[src/hw/rtl/bndiv_pkg.sv]
// Shared types and constants for the multi-limb divide-by-limb stream block.
// No dependencies; imported by the top level.
package bndiv_pkg;

    // Width of each stream field as it appears on the ports
    localparam int unsigned FIELD_W = 64;
    // Stream data width: two fields packed back to back
    localparam int unsigned TDATA_W = 2 * FIELD_W;

    // Sequencer states of the top level
    typedef enum logic [1:0] {
        ST_IDLE,
        ST_RUN,
        ST_HOLD
    } bndiv_state_t;

endpackage

[src/hw/rtl/bignum_div_by_limb_stream.sv]
// Top level of the multi-limb divide-by-single-limb stream block.
// Depends on bndiv_pkg and bndiv_unit.
//
// Divides an unsigned number, delivered one limb per request most significant
// limb first, by a single limb. The divisor is taken from the first request of
// each number and held until the request marked tlast. Each request yields one
// response carrying the quotient limb for the same position; the response to
// the last limb also carries the final remainder (zero otherwise) and tlast.
// A zero divisor is flagged on tuser with quotient and remainder forced to zero.
// Each limb runs through a shared radix-2 restoring divider that resolves one
// quotient bit per cycle, so a limb occupies the block from acceptance until
// its response is loaded into the output register (a zero divisor skips the
// divider); s_tready is low meanwhile. The response sits in an output register,
// so a stalled consumer does not hold off the next request; the response to
// that request then waits in the hold state until the output is free. Only the
// low LIMB_WIDTH bits of limb and divisor take part in the arithmetic.
module bignum_div_by_limb_stream
    import bndiv_pkg::*;
#(
    parameter int unsigned LIMB_WIDTH = 64
) (
    input  logic               clk,
    input  logic               rst_n,
    // Request stream
    input  logic               s_tvalid,
    output logic               s_tready,
    input  logic [TDATA_W-1:0] s_tdata,   // [63:0] limb, [127:64] divisor
    input  logic               s_tlast,   // last_limb
    // Response stream
    output logic               m_tvalid,
    input  logic               m_tready,
    output logic [TDATA_W-1:0] m_tdata,   // [63:0] quotient_limb, [127:64] remainder
    output logic               m_tlast,   // is_last
    output logic               m_tuser    // div_by_zero
);

    localparam int unsigned LW = LIMB_WIDTH;

    bndiv_state_t state_reg, state_next;

    logic [LW-1:0]      held_div_reg, held_div_next;
    logic [LW-1:0]      rem_reg, rem_next;
    logic               mid_reg, mid_next;
    logic               last_reg, last_next;
    logic               dz_reg, dz_next;

    logic               m_tvalid_reg, m_tvalid_next;
    logic [TDATA_W-1:0] m_tdata_reg, m_tdata_next;
    logic               m_tlast_reg, m_tlast_next;
    logic               m_tuser_reg, m_tuser_next;

    logic               accept;
    logic [LW-1:0]      in_limb;
    logic [LW-1:0]      in_div;
    logic [LW-1:0]      cur_div;
    logic [LW-1:0]      cur_hi;
    logic               cur_dz;
    logic               out_free;
    logic               load;
    logic [LW-1:0]      q_res;
    logic [LW-1:0]      r_res;

    logic               div_start;
    logic               div_done;
    logic [LW-1:0]      div_quo;
    logic [LW-1:0]      div_rem;

    // Field extraction; bits above LIMB_WIDTH are ignored
    assign in_limb = s_tdata[LW-1:0];
    assign in_div  = s_tdata[FIELD_W +: LW];

    // The first limb of a number samples a fresh divisor and clears the remainder
    assign cur_div = mid_reg ? held_div_reg : in_div;
    assign cur_hi  = mid_reg ? rem_reg : '0;
    assign cur_dz  = (cur_div == '0);

    assign s_tready  = (state_reg == ST_IDLE);
    assign accept    = s_tvalid && s_tready;
    assign div_start = accept && !cur_dz;

    assign out_free = !m_tvalid_reg || m_tready;

    // Zero divisor forces quotient and remainder to zero
    assign q_res = dz_reg ? '0 : div_quo;
    assign r_res = dz_reg ? '0 : div_rem;

    bndiv_unit #(
        .W (LW)
    ) u_div (
        .clk   (clk),
        .rst_n (rst_n),
        .start (div_start),
        .hi    (cur_hi),
        .lo    (in_limb),
        .d     (cur_div),
        .done  (div_done),
        .quo   (div_quo),
        .rem   (div_rem)
    );

    always_comb
    begin
        state_next    = state_reg;
        held_div_next = held_div_reg;
        rem_next      = rem_reg;
        mid_next      = mid_reg;
        last_next     = last_reg;
        dz_next       = dz_reg;
        m_tvalid_next = m_tvalid_reg;
        m_tdata_next  = m_tdata_reg;
        m_tlast_next  = m_tlast_reg;
        m_tuser_next  = m_tuser_reg;
        load          = 1'b0;

        // Drop the response once the consumer takes it
        if (m_tvalid_reg && m_tready)
        begin
            m_tvalid_next = 1'b0;
        end

        unique case (state_reg)
            ST_IDLE:
            begin
                if (accept)
                begin
                    held_div_next = cur_div;
                    mid_next      = !s_tlast;
                    last_next     = s_tlast;
                    dz_next       = cur_dz;
                    // Zero divisor skips the divider altogether
                    state_next    = cur_dz ? ST_HOLD : ST_RUN;
                end
            end
            ST_RUN:
            begin
                if (div_done)
                begin
                    if (out_free)
                    begin
                        load       = 1'b1;
                        state_next = ST_IDLE;
                    end
                    else
                    begin
                        state_next = ST_HOLD;
                    end
                end
            end
            ST_HOLD:
            begin
                // Divider outputs stay put until the next start
                if (out_free)
                begin
                    load       = 1'b1;
                    state_next = ST_IDLE;
                end
            end
            default:
            begin
                state_next = ST_IDLE;
            end
        endcase

        if (load)
        begin
            m_tvalid_next = 1'b1;
            m_tdata_next  = {FIELD_W'(last_reg ? r_res : '0), FIELD_W'(q_res)};
            m_tlast_next  = last_reg;
            m_tuser_next  = dz_reg;
            // Carry the remainder into the next limb, clear it at end of number
            rem_next      = last_reg ? '0 : r_res;
        end
    end

    always_ff @(posedge clk or negedge rst_n)
    begin
        if (!rst_n)
        begin
            state_reg    <= ST_IDLE;
            held_div_reg <= '0;
            rem_reg      <= '0;
            mid_reg      <= 1'b0;
            last_reg     <= 1'b0;
            dz_reg       <= 1'b0;
            m_tvalid_reg <= 1'b0;
        end
        else
        begin
            state_reg    <= state_next;
            held_div_reg <= held_div_next;
            rem_reg      <= rem_next;
            mid_reg      <= mid_next;
            last_reg     <= last_next;
            dz_reg       <= dz_next;
            m_tvalid_reg <= m_tvalid_next;
        end
    end

    // Response payload needs no reset
    always_ff @(posedge clk)
    begin
        m_tdata_reg <= m_tdata_next;
        m_tlast_reg <= m_tlast_next;
        m_tuser_reg <= m_tuser_next;
    end

    assign m_tvalid = m_tvalid_reg;
    assign m_tdata  = m_tdata_reg;
    assign m_tlast  = m_tlast_reg;
    assign m_tuser  = m_tuser_reg;

    // The divider only finishes while the sequencer waits for it
    a_done_in_run: assert property (@(posedge clk) disable iff (!rst_n)
        div_done |-> (state_reg == ST_RUN))
        else $error("divider finished outside the run state");

    // The carried remainder always stays below the held divisor
    a_rem_below_div: assert property (@(posedge clk) disable iff (!rst_n)
        (mid_reg && (held_div_reg != '0)) |-> (rem_reg < held_div_reg))
        else $error("running remainder not below divisor");

    // A flagged zero divisor carries zero quotient and remainder
    a_dz_zero: assert property (@(posedge clk) disable iff (!rst_n)
        (m_tvalid_reg && m_tuser_reg) |-> (m_tdata_reg == '0))
        else $error("zero divisor response with nonzero data");

    // An accepted request always leaves the idle state
    a_busy_after_accept: assert property (@(posedge clk) disable iff (!rst_n)
        accept |=> (state_reg != ST_IDLE))
        else $error("sequencer stayed idle after accepting a request");

endmodule

[src/hw/rtl/bndiv_unit.sv]
// Iterative radix-2 restoring divider: (hi : lo) / d, one quotient bit per cycle.
// Standalone; requires hi < d and d != 0. Instantiated by the top level.
module bndiv_unit #(
    parameter int unsigned W = 64
) (
    input  logic         clk,
    input  logic         rst_n,
    input  logic         start,
    input  logic [W-1:0] hi,
    input  logic [W-1:0] lo,
    input  logic [W-1:0] d,
    output logic         done,
    output logic [W-1:0] quo,
    output logic [W-1:0] rem
);

    localparam int unsigned CNT_W = (W > 1) ? $clog2(W) : 1;

    logic             busy_reg;
    logic             done_reg;
    logic [CNT_W-1:0] cnt_reg;
    logic [W-1:0]     r_reg;
    logic [W-1:0]     sh_reg;
    logic [W-1:0]     d_reg;

    logic             carry;
    logic [W-1:0]     r_shift;
    logic             take;
    logic [W-1:0]     r_next;
    logic [W-1:0]     sh_next;

    // One restoring step: shift in the next dividend bit, subtract if it fits
    always_comb
    begin
        carry   = r_reg[W-1];
        r_shift = {r_reg[W-2:0], sh_reg[W-1]};
        take    = carry || (r_shift >= d_reg);
        r_next  = take ? (r_shift - d_reg) : r_shift;
        sh_next = {sh_reg[W-2:0], take};
    end

    always_ff @(posedge clk or negedge rst_n)
    begin
        if (!rst_n)
        begin
            busy_reg <= 1'b0;
            done_reg <= 1'b0;
            cnt_reg  <= '0;
        end
        else
        begin
            done_reg <= 1'b0;
            if (start)
            begin
                busy_reg <= 1'b1;
                cnt_reg  <= CNT_W'(W - 1);
            end
            else if (busy_reg)
            begin
                cnt_reg <= cnt_reg - 1'b1;
                if (cnt_reg == '0)
                begin
                    busy_reg <= 1'b0;
                    done_reg <= 1'b1;
                end
            end
        end
    end

    // Datapath: the dividend shifter doubles as the quotient register
    always_ff @(posedge clk)
    begin
        if (start)
        begin
            r_reg  <= hi;
            sh_reg <= lo;
            d_reg  <= d;
        end
        else if (busy_reg)
        begin
            r_reg  <= r_next;
            sh_reg <= sh_next;
        end
    end

    assign done = done_reg;
    assign quo  = sh_reg;
    assign rem  = r_reg;

endmodule
[config.mk]
export PLATFORM = sky130hd
export DESIGN_NAME = bignum_div_by_limb_stream
export DESIGN_NICKNAME = d
export VERILOG_FILES = /design/src/hw/rtl/bndiv_pkg.sv /design/src/hw/rtl/bignum_div_by_limb_stream.sv /design/src/hw/rtl/bndiv_unit.sv
export SDC_FILE = /design/constraint.sdc
export NUM_CORES = 1
export LEC_CHECK = 0
export CORE_MARGIN = 3
export CORE_UTILIZATION = 34
export CTS_CLUSTER_DIAMETER = 200
export CTS_CLUSTER_SIZE = 20
export DETAILED_ROUTE_END_ITERATION = 6
export DONT_BUFFER_PORTS = 1
export PLACE_DENSITY = 0.52
export SYNTH_ARGS = -nofsm -noshare
export SYNTH_HDL_FRONTEND = slang
export SYNTH_SLANG_ARGS = --single-unit
[constraint.sdc]
create_clock -name clk -period 8.6 [get_ports clk]
set_input_delay 0.86 -clock clk [delete_from_list [all_inputs] [get_ports clk]]
set_output_delay 0.86 -clock clk [all_outputs]
set_load 0.02 [all_outputs]
==> metrics.md <==
| Metric | Value |
|---|---|
| Synth area leader | `edfxtp_1` |
| Max Freq | `183 MHz` |
| Pleak | `10.5 nW` |
| Post-CTS Resized | `0` |
| Distinct cells, synth | `68` |
| Critical Path RT | `8810 ps` |
| Root buffer cell | `clkbuf_16` |
| Chip Width | `268 um` |
| R2R Path Start | `mid_reg$_DFFE_PN0P_` |
| Worst-path fanout max | `75` |
| Post-CTS Hold Fix Bufs | `1` |
| WL final | `62800 um` |
| Maximum root-to-sink buffer count | `3` |
| Final ANT Viol Nets | `0` |
| RSZ-0062 raised after global routing | `false` |
| Cell Pwr Density | `406 nW/um^2` |
| Maxcap violations | `0` |
| Final Max Slew Viols | `0` |
| P_sw | `0.00423 W` |
| Synth Cell Area | `23400 um^2` |
| Detailed placement HPWL | `44800 um` |
| Area growth syn-to-layout | `6.51%` |
| # rows | `95` |
| Hold_ws | `221 ps` |
| Largest register FFs | `128` |
| Slew @ Worst Pin | `992 ps` |
| Sequential element share of the synthesized area | `0.566` |
| Setup violators final | `0` |
| Sequential power share | `0.384` |
| Hold/Removal Path Class | `input pin to async pin` |
| Initial antenna violation count | `2` |
| Cell Int Power | `0.00588 W` |
| Final min period | `5460 ps` |
| Max_slew headroom | `0.339` |
| Async S/R FF share, synth | `0.306` |
| Mapped Cells | `2306` |
| Synth Warn # | `0` |
| Initial Util | `0.345` |
| DR DRC count | `0` |
| H-tree lvl count | `1` |
| Nets | `2420` |
| Detailed-route via count | `15996` |
| CP Launch Point | `mid_reg$_DFFE_PN0P_` |
| Area contributors post-synth | `edfxtp_1 41%, dfrtp_1 15%, nand2_1 9.1%, ha_1 3.7%, a21oi_1 3.5%` |
| Worst-Skew Late Latency | `600 ps` |
| Die Span Y | `268 um` |
| Die area | `71900 um^2` |
| Setup CP Type | `flip-flop to flip-flop` |
| PortBufs | `0` |
| Worst reg-to-reg path cell count | `8` |
| Worst R2R End | `u_div.quo[49]$_DFFE_PP_` |
| Fill cell count | `6698` |
| Clk pin slew, worst setup/hold paths | `110 ps` |
| Iteration-0 DRC Markers | `1239` |
| Layout cells sized above 1 | `0.0460` |
| Status | `finished, final reports clean` |
| Flop2flop setup slack | `3140 ps` |
| Final Cycle Share | `0.635` |
| Switching Share | `0.418` |
| Top-count cell post-synth | `nand2_1` |
| Critical Path AT | `5670 ps` |
| Vias per std cell | `5.14` |
| Num CTS Buffers | `27` |
| Ant. Diodes | `0` |
| Global-route wire length before repair | `96200 um` |
| Critical Path Start Type | `flip-flop` |
| Number of global-route vias before repair | `16069` |
| Mean Syn Cell Area | `10.1 um^2` |
| Tot GR Track Use | `0.171` |
| Largest net degree at the start of global routing | `143` |
| Combinational share of power | `0.483` |
| Routed len/inst | `20.2 um` |
| Number of synthesized flops with an enable pin | `322` |
| Grt ovf | `0` |
| TritonCTS clock tree | `yes` |
| Ys flop type | `edfxtp_1` |
| Clk pwr share | `0.134` |
| Worst clock skew | `43.5 ps` |
| IO Count | `265` |
| RD Place Congestion | `0.855` |
| Final hold viol count | `0` |
| CORE AREA | `67600 um^2` |
| Top-area cell type share of the netlist area | `0.414` |
| Syn nets | `2509` |
| TritonCTS Sinks | `464` |
| Number of synthesized register bits | `464` |
| Setup TNS | `0 ps` |
| Total Power | `0.0101 W` |
| Top post-synthesis cells by count | `567 x nand2_1, 322 x edfxtp_1, 164 x a21oi_1` |
| Setup bufs post-CTS | `0` |
| Setup crit end kind | `flip-flop` |
| Worst VDD drop | `0.216 mV` |
| Drt pass-1 iters | `5` |
[cells in the final DEF, fill, tap and decap left out, types with 17 or more instances in the layout]
master	n
a21oi_1	164
nor2b_1	76
clkbuf_16	27
dfrtp_1	140
xor2_1	26
a21o_1	37
o21ai_1	60
mux2i_1	54
clkbuf_1	21
nor2_1	43
xnor2_1	36
nor3_1	17
o21ai_0	126
ha_1	69
nand2_1	565
o21bai_1	20
nand4_1	32
inv_1	115
and2_1	68
nand3_1	33
edfxtp_1	322
nor4_1	23
mux2_2	39
[per-stage QoR]
stage	util	cells	area, um^2	setup WS [ps]
3_3_place_gp	0.356	3060	24100	3280
2_1_floorplan	-	2306	23400	3110
3_5_place_dp	0.356	3060	24100	3100
6_report	0.368	3110	24900	3140
5_1_grt	0.368	3110	24900	2770
4_1_cts	0.368	3110	24900	3100
[cell families after synthesis]
family          after synthesis  share of synthesized area
fa+ha+maj                    70                     0.0378
mux                          93                     0.0419
flops                       464                      0.566
xor+xnor                     62                     0.0232
simple gates                897                      0.173
compound gates              471                      0.117
buf+inv                     249                     0.0412
[worst max path at each step]
stage	to	slack [ps]	depth (start not counted)
after floorplan	u_div.quo[0]$_DFFE_PP_	3110	8
after global placement	u_div.quo[44]$_DFFE_PP_	3280	8
after detailed placement	u_div.quo[48]$_DFFE_PP_	3100	8
after CTS	u_div.quo[37]$_DFFE_PP_	3100	8
after global routing	u_div.quo[20]$_DFFE_PP_	2770	8
final	u_div.quo[49]$_DFFE_PP_	3140	8
[routing by layer]
layer  track usage  vias to the layer above  share of wire
li1              -                     7788              -
met5             0                        -        0.00021
met3        0.0352                       48          0.069
met4        0.0292                        2          0.016
met2         0.274                      407           0.45
met1         0.242                     7751           0.46
[worst max-delay path, cell delays in order, from the launching register on]
cell and delay (ps):
dfrtp_4 1040, buf_4 800, mux2i_1 400, nand4_1 150
nor4_1 320, nand4_1 260, nand2_4 630, nand2b_4 640
buf_4 640
[cell type report]
cell class / instances / area [um^2] / share of cell area
inverter: 117 / 449 / 0.0181
sequential: 464 / 13200 / 0.532
multi-input combinational: 1593 / 9220 / 0.370
tap: 873 / 1090 / 0.0439
clock buffer: 48 / 754 / 0.0303
clock inverter: 1 / 16.3 / 0.000654
timing repair buffer: 14 / 125 / 0.00503
[power groups by stage]
stage	clock, W	sequential (W)	combinational (W)
2_1_floorplan	0	0.00362	0.00385
3_3_place_gp	0	0.00392	0.00480
3_5_place_dp	0	0.00394	0.00485
4_1_cts	0.00141	0.00390	0.00490
5_1_grt	0.00148	0.00397	0.00550
6_report	0.00135	0.00388	0.00488
No activity file was read; power rests on OpenSTA's default activity.
